File: src/rtl/core/klop_pkg.sv
// shared constants, codes and state type for the keyed lru object pool
package klop_pkg;

    localparam int POOL_DEPTH_DEF = 16;

    localparam int CMD_W      = 2;
    localparam int DIM_W      = 14;
    localparam int HANDLE_W   = 16;
    localparam int KIND_W     = 3;
    localparam int LIMIT_W    = 5;
    localparam int APB_ADDR_W = 3;
    localparam int APB_DATA_W = 32;
    localparam int REG_IDX_W  = APB_ADDR_W - 2;

    localparam logic [LIMIT_W-1:0]   LIMIT_RESET    = 5'd16;
    localparam logic [REG_IDX_W-1:0] REG_POOL_LIMIT = '0;

    localparam logic [CMD_W-1:0] CMD_ACQUIRE = 2'd0;
    localparam logic [CMD_W-1:0] CMD_RECYCLE = 2'd1;
    localparam logic [CMD_W-1:0] CMD_PURGE   = 2'd2;

    typedef enum logic [KIND_W-1:0] {
        KIND_HIT     = 3'd0,
        KIND_MISS    = 3'd1,
        KIND_STORED  = 3'd2,
        KIND_RELEASE = 3'd3,
        KIND_NONE    = 3'd4
    } klop_kind_t;

    typedef enum logic [3:0] {
        ST_IDLE,
        ST_DECODE,
        ST_ACQ_SCAN,
        ST_SHIFT_UP,
        ST_INS_START,
        ST_SHIFT_DN,
        ST_INSERT,
        ST_EV_RD,
        ST_EV_OUT,
        ST_PURGE
    } klop_state_t;

endpackage

File: src/rtl/core/klop_ram.sv
// generic single write port ram with registered read
module klop_ram #(
    parameter int WIDTH = 8,
    parameter int DEPTH = 16
) (
    input  logic                     clk,
    input  logic                     we,
    input  logic [$clog2(DEPTH)-1:0] waddr,
    input  logic [WIDTH-1:0]         wdata,
    input  logic [$clog2(DEPTH)-1:0] raddr,
    output logic [WIDTH-1:0]         rdata
);

    logic [WIDTH-1:0] mem [DEPTH];

    always_ff @(posedge clk)
    begin
        if (we)
        begin
            mem[waddr] <= wdata;
        end
        rdata <= mem[raddr];
    end

endmodule

File: src/rtl/core/klop_cfg.sv
// apb register block holding the pool limit
module klop_cfg
    import klop_pkg::*;
(
    input  logic                  clk,
    input  logic                  rst_n,
    input  logic                  psel,
    input  logic                  penable,
    input  logic                  pwrite,
    input  logic [APB_ADDR_W-1:0] paddr,
    input  logic [APB_DATA_W-1:0] pwdata,
    output logic [APB_DATA_W-1:0] prdata,
    output logic                  pready,
    output logic [LIMIT_W-1:0]    pool_limit
);

    logic [LIMIT_W-1:0]   pool_limit_reg;
    logic [REG_IDX_W-1:0] reg_idx;
    logic                 wr_en;

    assign reg_idx = paddr[APB_ADDR_W-1:2];
    assign pready  = 1'b1;
    assign wr_en   = psel && penable && pwrite && pready;

    always_ff @(posedge clk or negedge rst_n)
    begin
        if (!rst_n)
        begin
            pool_limit_reg <= LIMIT_RESET;
        end
        else if (wr_en && (reg_idx == REG_POOL_LIMIT))
        begin
            pool_limit_reg <= pwdata[LIMIT_W-1:0];
        end
    end

    always_comb
    begin
        unique case (reg_idx)
            REG_POOL_LIMIT: prdata = APB_DATA_W'(pool_limit_reg);
            default:        prdata = '0;
        endcase
    end

    assign pool_limit = pool_limit_reg;

endmodule

File: src/rtl/core/keyed_lru_object_pool_core.sv
// keyed lru object pool: recency-ordered handle store with a scan sequencer
//
//  channel   | handshake                     | payload
//  ----------+-------------------------------+------------------------------------------
//  request   | start, busy (taken on !busy)  | cmd, width, height, handle,
//            |                               | handle_width, handle_height
//  result    | result_valid (one-cycle pulse)| result_kind, out_handle, out_width,
//            |                               | out_height, last
//  config    | apb psel/penable/pwrite       | paddr, pwdata, prdata, pready
//
// entries sit in one ram ordered by recency (position 0 most recent), so every
// operation is a walk of the ram, one position per cycle.
// acquire: scan from position 0 for the key; on a hit shift every entry behind it up one.
// recycle: shift every entry down one and store at position 0, releasing the oldest
// after it when over the limit or before it when full; purge releases every entry.
// busy stays high until the walk that closes a transaction is over, and results
// are pushed out as a pulse: the receiver cannot stall them.
// reset empties the pool at once (fill count to zero); no clearing pass is needed.
module keyed_lru_object_pool_core
    import klop_pkg::*;
#(
    parameter int POOL_DEPTH = POOL_DEPTH_DEF
) (
    input  logic                  clk,
    input  logic                  rst_n,
    // request channel
    input  logic                  start,
    output logic                  busy,
    input  logic [CMD_W-1:0]      cmd,
    input  logic [DIM_W-1:0]      width,
    input  logic [DIM_W-1:0]      height,
    input  logic [HANDLE_W-1:0]   handle,
    input  logic [DIM_W-1:0]      handle_width,
    input  logic [DIM_W-1:0]      handle_height,
    // result channel
    output logic                  result_valid,
    output logic [KIND_W-1:0]     result_kind,
    output logic [HANDLE_W-1:0]   out_handle,
    output logic [DIM_W-1:0]      out_width,
    output logic [DIM_W-1:0]      out_height,
    output logic                  last,
    // configuration port
    input  logic                  psel,
    input  logic                  penable,
    input  logic                  pwrite,
    input  logic [APB_ADDR_W-1:0] paddr,
    input  logic [APB_DATA_W-1:0] pwdata,
    output logic [APB_DATA_W-1:0] prdata,
    output logic                  pready
);

    localparam int AW = $clog2(POOL_DEPTH);
    localparam int CW = $clog2(POOL_DEPTH + 1);
    localparam int LW = (CW > LIMIT_W) ? CW : LIMIT_W;

    // one cached buffer: handle and its key
    typedef struct packed {
        logic [HANDLE_W-1:0] hnd;
        logic [DIM_W-1:0]    wid;
        logic [DIM_W-1:0]    hgt;
    } entry_t;

    // one result transaction
    typedef struct packed {
        klop_kind_t          kind;
        logic [HANDLE_W-1:0] hnd;
        logic [DIM_W-1:0]    wid;
        logic [DIM_W-1:0]    hgt;
        logic                fin;
    } result_t;

    function automatic result_t make_result(
        input klop_kind_t          kind,
        input logic [HANDLE_W-1:0] hnd,
        input logic [DIM_W-1:0]    wid,
        input logic [DIM_W-1:0]    hgt,
        input logic                fin
    );
        result_t r;
        r.kind = kind;
        r.hnd  = hnd;
        r.wid  = wid;
        r.hgt  = hgt;
        r.fin  = fin;
        return r;
    endfunction

    // sequencer state
    klop_state_t     state_reg, state_next;
    logic [AW-1:0]   ptr_reg, ptr_next;
    logic [CW-1:0]   count_reg, count_next;
    logic            pre_evict_reg, pre_evict_next;

    // captured request
    logic [CMD_W-1:0]    req_cmd_reg;
    logic [DIM_W-1:0]    req_width_reg;
    logic [DIM_W-1:0]    req_height_reg;
    logic [HANDLE_W-1:0] req_handle_reg;
    logic [DIM_W-1:0]    req_hwidth_reg;
    logic [DIM_W-1:0]    req_hheight_reg;

    // result register
    logic    res_valid_reg, res_valid_next;
    result_t res_reg, res_next;

    // ram port
    logic          ram_we;
    logic [AW-1:0] ram_waddr;
    logic [AW-1:0] ram_raddr;
    entry_t        ram_wdata;
    entry_t        ram_rdata;

    logic [LIMIT_W-1:0] pool_limit;
    logic               accept;
    logic [CW-1:0]      cnt_m1;
    logic [CW-1:0]      cnt_m2;
    logic [AW-1:0]      ptr_p1;
    logic [AW-1:0]      ptr_p2;
    logic [AW-1:0]      ptr_m1;
    logic               ptr_is_last;
    logic               ptr_is_pen;
    logic               key_match;
    logic               pool_full;
    logic [LW-1:0]      lim_ext;
    logic [LW-1:0]      depth_ext;
    logic [LW-1:0]      lim_eff;
    logic               over_limit;

    klop_cfg u_cfg (
        .clk        (clk),
        .rst_n      (rst_n),
        .psel       (psel),
        .penable    (penable),
        .pwrite     (pwrite),
        .paddr      (paddr),
        .pwdata     (pwdata),
        .prdata     (prdata),
        .pready     (pready),
        .pool_limit (pool_limit)
    );

    klop_ram #(
        .WIDTH ($bits(entry_t)),
        .DEPTH (POOL_DEPTH)
    ) u_ram (
        .clk   (clk),
        .we    (ram_we),
        .waddr (ram_waddr),
        .wdata (ram_wdata),
        .raddr (ram_raddr),
        .rdata (ram_rdata)
    );

    assign busy   = (state_reg != ST_IDLE);
    assign accept = start && !busy;

    // position arithmetic for the walk
    assign cnt_m1      = count_reg - CW'(1);
    assign cnt_m2      = count_reg - CW'(2);
    assign ptr_p1      = ptr_reg + AW'(1);
    assign ptr_p2      = ptr_reg + AW'(2);
    assign ptr_m1      = ptr_reg - AW'(1);
    assign ptr_is_last = (CW'(ptr_reg) == cnt_m1);
    assign ptr_is_pen  = (CW'(ptr_reg) == cnt_m2);
    assign key_match   = (ram_rdata.wid == req_width_reg) && (ram_rdata.hgt == req_height_reg);
    assign pool_full   = (count_reg >= CW'(POOL_DEPTH));

    // limit in force is the smaller of the register and the pool depth
    assign lim_ext    = LW'(pool_limit);
    assign depth_ext  = LW'(POOL_DEPTH);
    assign lim_eff    = (lim_ext < depth_ext) ? lim_ext : depth_ext;
    // count before the insert at or above the limit: over the limit after it
    assign over_limit = (LW'(count_reg) >= lim_eff);

    always_ff @(posedge clk or negedge rst_n)
    begin
        if (!rst_n)
        begin
            state_reg     <= ST_IDLE;
            ptr_reg       <= '0;
            count_reg     <= '0;
            pre_evict_reg <= 1'b0;
            res_valid_reg <= 1'b0;
        end
        else
        begin
            state_reg     <= state_next;
            ptr_reg       <= ptr_next;
            count_reg     <= count_next;
            pre_evict_reg <= pre_evict_next;
            res_valid_reg <= res_valid_next;
        end
    end

    always_ff @(posedge clk)
    begin
        res_reg <= res_next;
        if (accept)
        begin
            req_cmd_reg     <= cmd;
            req_width_reg   <= width;
            req_height_reg  <= height;
            req_handle_reg  <= handle;
            req_hwidth_reg  <= handle_width;
            req_hheight_reg <= handle_height;
        end
    end

    always_comb
    begin
        state_next     = state_reg;
        ptr_next       = ptr_reg;
        count_next     = count_reg;
        pre_evict_next = pre_evict_reg;
        res_valid_next = 1'b0;
        res_next       = res_reg;
        ram_we         = 1'b0;
        ram_waddr      = ptr_reg;
        ram_wdata      = ram_rdata;
        ram_raddr      = ptr_reg;

        unique case (state_reg)
            ST_IDLE:
            begin
                if (accept)
                begin
                    state_next = ST_DECODE;
                end
            end

            ST_DECODE:
            begin
                pre_evict_next = 1'b0;
                case (req_cmd_reg)
                    CMD_ACQUIRE:
                    begin
                        if (count_reg == '0)
                        begin
                            res_valid_next = 1'b1;
                            res_next       = make_result(KIND_MISS, '0, req_width_reg,
                                                         req_height_reg, 1'b1);
                            state_next     = ST_IDLE;
                        end
                        else
                        begin
                            // fetch the most recent entry first
                            ram_raddr  = '0;
                            ptr_next   = '0;
                            state_next = ST_ACQ_SCAN;
                        end
                    end
                    CMD_RECYCLE:
                    begin
                        if (req_handle_reg == '0)
                        begin
                            // null handle is ignored
                            res_valid_next = 1'b1;
                            res_next       = make_result(KIND_NONE, '0, '0, '0, 1'b1);
                            state_next     = ST_IDLE;
                        end
                        else if (pool_full)
                        begin
                            // no free slot: release the oldest before storing
                            ram_raddr      = cnt_m1[AW-1:0];
                            pre_evict_next = 1'b1;
                            state_next     = ST_EV_OUT;
                        end
                        else
                        begin
                            state_next = ST_INS_START;
                        end
                    end
                    CMD_PURGE:
                    begin
                        if (count_reg == '0)
                        begin
                            res_valid_next = 1'b1;
                            res_next       = make_result(KIND_NONE, '0, '0, '0, 1'b1);
                            state_next     = ST_IDLE;
                        end
                        else
                        begin
                            ram_raddr  = '0;
                            ptr_next   = '0;
                            state_next = ST_PURGE;
                        end
                    end
                    default:
                    begin
                        res_valid_next = 1'b1;
                        res_next       = make_result(KIND_NONE, '0, '0, '0, 1'b1);
                        state_next     = ST_IDLE;
                    end
                endcase
            end

            ST_ACQ_SCAN:
            begin
                // read one ahead; on a hit that read feeds the compaction
                ram_raddr = ptr_p1;
                if (key_match)
                begin
                    res_valid_next = 1'b1;
                    res_next       = make_result(KIND_HIT, ram_rdata.hnd, req_width_reg,
                                                 req_height_reg, 1'b1);
                    if (ptr_is_last)
                    begin
                        count_next = cnt_m1;
                        state_next = ST_IDLE;
                    end
                    else
                    begin
                        state_next = ST_SHIFT_UP;
                    end
                end
                else if (ptr_is_last)
                begin
                    res_valid_next = 1'b1;
                    res_next       = make_result(KIND_MISS, '0, req_width_reg,
                                                 req_height_reg, 1'b1);
                    state_next     = ST_IDLE;
                end
                else
                begin
                    ptr_next = ptr_p1;
                end
            end

            ST_SHIFT_UP:
            begin
                // close the gap: position ptr takes the entry behind it
                ram_we    = 1'b1;
                ram_waddr = ptr_reg;
                ram_wdata = ram_rdata;
                ram_raddr = ptr_p2;
                if (ptr_is_pen)
                begin
                    count_next = cnt_m1;
                    state_next = ST_IDLE;
                end
                else
                begin
                    ptr_next = ptr_p1;
                end
            end

            ST_INS_START:
            begin
                if (count_reg == '0)
                begin
                    state_next = ST_INSERT;
                end
                else
                begin
                    ram_raddr  = cnt_m1[AW-1:0];
                    ptr_next   = cnt_m1[AW-1:0];
                    state_next = ST_SHIFT_DN;
                end
            end

            ST_SHIFT_DN:
            begin
                // age every entry by one position, oldest first
                ram_we    = 1'b1;
                ram_waddr = ptr_p1;
                ram_wdata = ram_rdata;
                ram_raddr = ptr_m1;
                if (ptr_reg == '0)
                begin
                    state_next = ST_INSERT;
                end
                else
                begin
                    ptr_next = ptr_m1;
                end
            end

            ST_INSERT:
            begin
                ram_we         = 1'b1;
                ram_waddr      = '0;
                ram_wdata.hnd  = req_handle_reg;
                ram_wdata.wid  = req_hwidth_reg;
                ram_wdata.hgt  = req_hheight_reg;
                count_next     = count_reg + CW'(1);
                res_valid_next = 1'b1;
                if (!pre_evict_reg && over_limit)
                begin
                    res_next   = make_result(KIND_STORED, req_handle_reg, req_hwidth_reg,
                                             req_hheight_reg, 1'b0);
                    state_next = ST_EV_RD;
                end
                else
                begin
                    res_next   = make_result(KIND_STORED, req_handle_reg, req_hwidth_reg,
                                             req_hheight_reg, 1'b1);
                    state_next = ST_IDLE;
                end
            end

            ST_EV_RD:
            begin
                ram_raddr  = cnt_m1[AW-1:0];
                state_next = ST_EV_OUT;
            end

            ST_EV_OUT:
            begin
                res_valid_next = 1'b1;
                res_next       = make_result(KIND_RELEASE, ram_rdata.hnd, ram_rdata.wid,
                                             ram_rdata.hgt, !pre_evict_reg);
                count_next     = cnt_m1;
                if (pre_evict_reg)
                begin
                    state_next = ST_INS_START;
                end
                else
                begin
                    state_next = ST_IDLE;
                end
            end

            ST_PURGE:
            begin
                ram_raddr      = ptr_p1;
                res_valid_next = 1'b1;
                res_next       = make_result(KIND_RELEASE, ram_rdata.hnd, ram_rdata.wid,
                                             ram_rdata.hgt, ptr_is_last);
                if (ptr_is_last)
                begin
                    count_next = '0;
                    state_next = ST_IDLE;
                end
                else
                begin
                    ptr_next = ptr_p1;
                end
            end

            default:
            begin
                state_next = ST_IDLE;
            end
        endcase
    end

    assign result_valid = res_valid_reg;
    assign result_kind  = res_reg.kind;
    assign out_handle   = res_reg.hnd;
    assign out_width    = res_reg.wid;
    assign out_height   = res_reg.hgt;
    assign last         = res_reg.fin;

endmodule

File: config.mk
export PLATFORM = sky130hd
export DESIGN_NAME = keyed_lru_object_pool_core
export DESIGN_NICKNAME = d
export VERILOG_FILES = /design/src/rtl/core/klop_pkg.sv /design/src/rtl/core/klop_ram.sv /design/src/rtl/core/klop_cfg.sv /design/src/rtl/core/keyed_lru_object_pool_core.sv
export SDC_FILE = /design/constraint.sdc
export NUM_CORES = 1
export LEC_CHECK = 0
export ABC_AREA = 1
export CAP_MARGIN = 0
export CORE_ASPECT_RATIO = 1.4
export CORE_MARGIN = 5
export CORE_UTILIZATION = 31
export CTS_BUF_LIST = sky130_fd_sc_hd__clkbuf_16
export DETAILED_ROUTE_END_ITERATION = 7
export DONT_BUFFER_PORTS = 1
export PLACE_DENSITY_LB_ADDON = 0.3
export SLEW_MARGIN = 20
export SYNTH_ARGS = -nofsm -noshare
export SYNTH_HDL_FRONTEND = slang
export SYNTH_SLANG_ARGS = --single-unit
File: constraint.sdc
create_clock -name clk -period 8.2 [get_ports clk]
set_input_delay 0.41 -clock clk [delete_from_list [all_inputs] [get_ports clk]]
set_output_delay 0.41 -clock clk [all_outputs]
set_load 0.01 [all_outputs]
==> results of run 1 <==
==> synthesized netlist by cell type, types with 12 or more instances <==
cell type and number:
dfxtp_1 44, ha_1 16, inv_1 559, nand3_1 815, a21oi_1 27, buf_4 44
xor2_1 19, dfrtp_1 19, o221ai_1 28, nand4_1 12, o21ai_0 80, nand3b_1 90
buf_2 117, clkbuf_1 45, nor2_1 75, edfxtp_1 826, nand2_1 721, buf_6 13
==> area by class of cell <==
cell class,instances,area [um2]
sequential,890,26190
antenna,2,5.005
multi-input combinational,1977,9814
inverter,570,2140
fill,12388,81200
tap,1638,2049
clock buffer,84,2102
clock inverter,68,658.1
timing repair buffer,162,1479
==> routing by layer <==
metal,share of wire (%),up-vias,track usage [%]
met1,40,12495,17.53
met3,4.9,158,2.053
met4,3.1,2,5.347
li1,-,12317,-
met2,52,688,27.20
met5,0.013,-,0
==> logic make-up after synthesis <==
logic type	after synthesis
AND/OR/NAND/NOR	1737
flip-flops	890
buffers and inverters	799
AO/OA/AOI/OAI	167
XOR/XNOR	29
adder cells (fa/ha/maj)	16
other	2
==> report_power, final <==
part / internal (uW) / switching [uW]
registers: 4890 / 2.42
logic: 33.8 / 29.8
clock network: 2220 / 1700
total: 7150 / 1730
==> final timing paths <==
check                                    start                   to  slack (ns)  cells after the start
setup reg to reg                  count_reg[0]      u_ram.rdata[19]        3.75                     16
hold / removal                          pwrite  u_cfg.pool_limit[4]        0.11                      2
max in group asynchronous                rst_n  u_cfg.pool_limit[4]        7.80                      2
min in group asynchronous                rst_n           ptr_reg[3]        0.16                      2
hold reg to reg            u_cfg.pool_limit[1]  u_cfg.pool_limit[1]        0.55                      2
setup / recovery                  count_reg[0]      u_ram.rdata[19]        3.75                     16
==> timing repair <==
| item | in CTS | in global routing |
|---|---|---|
| endpoints found under the setup margin | 0 | 0 |
| endpoints found under the hold margin | 99 | 0 |
| hold buffers | 81 | 0 |
==> per-stage QoR <==
stage	power [uW]	cell area [um2]
2_1_floorplan	5027	39180
3_3_place_gp	5021	40840
3_5_place_dp	5022	40840
4_1_cts	8982	44430
5_1_grt	9153	44430
6_report	8883	44430
==> summary.txt, run 1 <==
Yosys
  • Synth Area in Adders: 0.5122%
  • Combinational family with the most area after synthesis: simple AND/OR/NAND/NOR gates
  • Synth Area in Simple Gates: 20.48%
  • Cells after Synth: 3640
  • Distinct cells, synth: 44
  • Synth warnings: 0
  • Compound-Gate Fraction of Synth Area: about 2.6%
  • Synth top area cells: edfxtp_1 63%, nand3_1 10%, nand2_1 6.9%
  • Register area share after synthesis: about 67%
  • Post-synthesis xor/xnor area fraction: 0.6499%
  • Area fraction of the dominant cell type after synthesis: 63.47%
  • Synth Flop Type: edfxtp_1
  • Synth async-reset ratio: 2.247%
  • Post-synthesis mux area share: 0%
  • Synthesized cell area: 0.03908 mm2
  • Syn Area/Cell: 10.74 um2
  • EDFF count, synth: 826
  • Synth area leader: edfxtp_1
  • #FFs+latches synth: 890

GRT
  • Largest net degree at the start of global routing: 187
  • Vias in the first global route: 24893
  • All-Layer GR Usage: about 15%
  • Remaining Overflow, GRT: 0
  • Global-route wire length before repair: around 150000 um
  • Initial antenna violation count: 3

Worst setup path
  • Critical Path RT: between 8 and 9 ns
  • Largest stage delay on the critical path: 0.70 ns
  • CP Class: reg -> reg
  • CP max-delay cell: nand2_8
  • CP top delay family: simple AND/OR/NAND/NOR gates
  • Crit path max fanout: 180
  • CP bufs+invs: 3
  • CP cell instances: inv_1, ha_1, nand3_2, nand2_1, inv_2, nand2_1, nand3_1, nor2_1, nand2_4, nand2_8, buf_12, nand2_1, nand3_1, nand3_1, nand3_1, nand2_1
  • Startpoint Class: flop
  • Critical Path AT: 4.96 ns
  • Crit. End Element: flop

Layout
  • Layout overhead on the synthesized area: 13.69%
  • Final core utilization: 35.37%
  • Nets: 3815
  • Biggest register: u_ram.mem
  • Registers with the most flip-flops: u_ram.mem (704), u_ram.rdata (44)
  • Most common cell after layout, fill and taps aside: edfxtp_1
  • Share of cells above drive strength 1: roughly 7.1%
  • Fin cells: 5391
  • Commonest non-fill, non-tap cells in the layout: 826 x edfxtp_1, 814 x nand3_1, 719 x nand2_1
  • Max reg flops: 704

Worst hold path
  • Tightest Hold Check Type: in -> reg

CTS
  • Root Buffer: clkbuf_16
  • Clock Tree Buf Depth: 3
  • H-tree depth: 3
  • Worst-Skew Late Latency: 0.67 ns
  • CTS Buf Count: between 80 and 90
  • Reg clk slew, reported paths: ~0.06 ns
  • CTS tree: yes
  • Post_cts resized: 0
  • Sink Count: 890
  • Setup Buffers After CTS: 0

Floorplan
  • Die area: 0.1334 mm2
  • Initial core utilization: between 30% and 40%
  • IO Pins: 198
  • Core Rows: 154
  • Die H: 430.1 um
  • Chip width: 310.1 um
  • CORE AREA: 0.1256 mm2

Place
  • DPL Wire Length: ~52000 um
  • Gp weighted congestion: 0.8090
  • Port-buffer cells: 0
  • Pre-CTS WS: 3.810 ns
  • DP Cell Count: 5156

Timing
  • Setup ws final: 3.752 ns
  • Slew HR: 26.08%
  • RSZ-0062 raised after global routing: no
  • Worst-Margin Slew: 1.101 ns
  • Hold WS: 0.1111 ns
  • Share of the clock period used by the worst path: 54.24%
  • Post-Route Setup TNS: 0 ns
  • Slew Viols, Final: 0
  • # setup viols final: 0
  • Post-layout minimum cycle time: 4.448 ns
  • Hold Violations, Final: 0
  • Fmax: 224.8 MHz
  • Setup Skew: 0.03674 ns

Drt
  • WL final: 102100 um
  • 1st-iter DRT viols: 1944
  • Drt wl/cell: 18.95 um
  • Antenna-violating nets left: 0
  • Vias per cell: 4.760
  • Via count: 25660
  • Pre-Repair DR Iteration Count: 5
  • DRC viols: 0

Pwr
  • Static leakage: approximately 0.017 uW
  • Max VDD drop: 0.1289 mV
  • Power Dens Cells: between 150 and 200 mW/mm2

Status
  • Run status: finished, final reports clean

Run
  • Max-cap violations: 0
Power figures use the tool's default switching activity.
==> inputs of run 2 (changes only) <==
==> constraint.sdc (replaced) <==
create_clock -name clk -period 3.7 [get_ports clk]
set_input_delay 0.185 -clock clk [delete_from_list [all_inputs] [get_ports clk]]
set_output_delay 0.185 -clock clk [all_outputs]
set_load 0.01 [all_outputs]
==> run 2 against run 1 <==
Sequential share of layout area down 1.2 points. Clock power increased by 120%. Clock skew is 0.014 ns lower. Via count rose by 1.6%. Worst hold slack worse by 0.082 ns. Clock-buffer cell count rose by 1. Highest routed layer is now met4. Global-route usage rose by 0.31 points. Power is 120% higher. Register-to-register slack lost 3.2 ns. Worst setup slack got worse by 3.2 ns. Wire length is 2.0% higher. Cell area rose by 2.1%.
==> summary.txt, run 2 (synthesis results as in run 1) <==
Status
  • Run status: finished, final reports clean

Place
  • Port-buffer cells: 0
  • DPL Wire Length: 57650 um
  • Pre-CTS WS: 0.5461 ns
  • Post-DP Area: 0.04174 mm2
  • Gp weighted congestion: slightly above 0.8

GRT
  • All-Layer GR Usage: 15.10%
  • Largest net degree at the start of global routing: 115
  • Global-route wire length before repair: 154500 um
  • Remaining Overflow, GRT: 0
  • Vias in the first global route: 25548
  • Initial antenna violation count: 5

Timing
  • Setup ws final: 0.5262 ns
  • Slew HR: 44.21%
  • Share of the clock period used by the worst path: 85.78%
  • Hold Violations, Final: 0
  • Worst-Margin Slew: 0.8336 ns
  • Fmax: around 320 MHz
  • Slew Viols, Final: 0
  • Post-layout minimum cycle time: 3.174 ns
  • Setup Skew: 0.02269 ns
  • Post-Route Setup TNS: 0 ns
  • # setup viols final: 0
  • RSZ-0062 raised after global routing: no

Worst setup path
  • Crit. End Element: flop
  • Reg2Reg Depth: 8
  • R2R Setup Slk: approximately 0.53 ns
  • CP max-delay cell: nor2_4
  • Top cell by count, worst path: inv_1
  • CP top delay family: simple AND/OR/NAND/NOR gates
  • Largest stage delay on the critical path: 0.63 ns
  • R2R Path Start: ptr_reg[1]
  • Critical Path AT: 3.53 ns
  • Startpoint Class: flop
  • Reg2Reg Capture Point: u_ram.mem[1][26]
  • Critical Path RT: 4.06 ns
  • Crit path max fanout: 14
  • CP bufs+invs: 4
  • CP Class: reg -> reg
  • CP cell instances: inv_1, ha_1, inv_1, o22ai_1, inv_1, nand3_1, nor2_4, buf_12

Layout
  • Most common cell after layout, fill and taps aside: edfxtp_1
  • Layout overhead on the synthesized area: 16.13%
  • Share of cells above drive strength 1: under 10%
  • Registers with the most flip-flops: u_ram.mem (704), u_ram.rdata (44)
  • Final core utilization: 36.13%
  • Post-route cell area: 0.04539 mm2
  • Biggest register: u_ram.mem
  • Commonest non-fill, non-tap cells in the layout: 826 x edfxtp_1, 814 x nand3_1, 719 x nand2_1
  • Max reg flops: 704
  • Nets: 3878

Pwr
  • Net Sw Power: 3882 uW
  • Pint: approximately 16000 uW
  • Total power: 19590 uW
  • Clock Power Share: 43.8%
  • Power Dens Cells: 431.5 mW/mm2
  • Comb power frac: 0.8%
  • Static leakage: 0.01738 uW
  • Max VDD drop: around 0.34 mV
  • Seq pwr share: 55.4%
  • Switching portion of total power: 19.82%

Floorplan
  • IO Pins: 198
  • Chip width: 310.1 um
  • Initial core utilization: around 31%
  • Die H: 430.1 um
  • Core Rows: ~150
  • Die area: 0.1334 mm2
  • CORE AREA: 0.1256 mm2

CTS
  • H-tree depth: 3
  • Setup Buffers After CTS: 0
  • Sink Count: 890
  • Worst-Skew Late Latency: 0.67 ns
  • CTS tree: yes
  • Reg clk slew, reported paths: 0.07 ns
  • Root Buffer: clkbuf_16
  • CTS Buf Count: 84
  • Clock Tree Buf Depth: 3

Worst hold path
  • Tightest Hold Check Type: in -> async

Drt
  • 1st-iter DRT viols: 1931
  • DRC viols: 0
  • Pre-Repair DR Iteration Count: 5
  • WL final: 104200 um
  • Drt wl/cell: 19.08 um
  • Vias per cell: around 4.8
  • Via count: 26063
  • Antenna-violating nets left: 0

Run
  • Max-cap violations: 0
run 2: power by group through the flow:
stage	clock [uW]	sequential (uW)	combinational, uW
6_report	8580	10900	156
5_1_grt	9150	10800	173
4_1_cts	8810	10900	154
3_5_place_dp	0	11100	60.7
3_3_place_gp	0	11100	59.4
2_1_floorplan	0	11100	73.3
run 2: how the worst max path moves through the flow:
stage,start,end,slack [ns],depth (start not counted)
floorplan,ptr_reg[1],u_ram.mem[3][0],-0.003,7
global placement,req_handle_reg[3],u_ram.rdata[27],0.56,13
detailed placement,ptr_reg[1],u_ram.mem[1][22],0.55,8
CTS,ptr_reg[1],u_ram.mem[1][26],0.52,8
global route,count_reg[1],u_ram.rdata[39],0.30,15
finish,ptr_reg[1],u_ram.mem[1][26],0.53,8
run 2: layout make-up:
type	instances	area, um2
clock buffers	85	2127
clock inverters	71	581.8
flip-flops and latches	890	26190
inverters	570	2140
fillers	12304	80240
well taps	1638	2049
multi-input cells	1977	9822
repair buffers	224	2470
diodes	4	10.01
run 2: layer usage:
layer	part of all wire, %	track usage [%]	vias to the layer above
met4	4.1	6.801	0
li1	-	-	12479
met3	5.1	2.088	203
met2	50	26.65	751
met5	0	0	-
met1	41	18.28	12630
run 2: through the flow:
step / instances / hold WS (ns)
final: 5459 / 0.02928
after global routing: 5457 / 0.09435
after detailed placement: 5207 / -0.1075
after CTS: 5454 / 0.08093
after global placement: 5207 / -0.1075
after floorplan: 3666 / -0.1106
run 2: timing repair:
action / in CTS / in global routing
hold buffers: 91 / 1
hold endpoints to repair: 111 / 20
resized for setup: 0 / 0
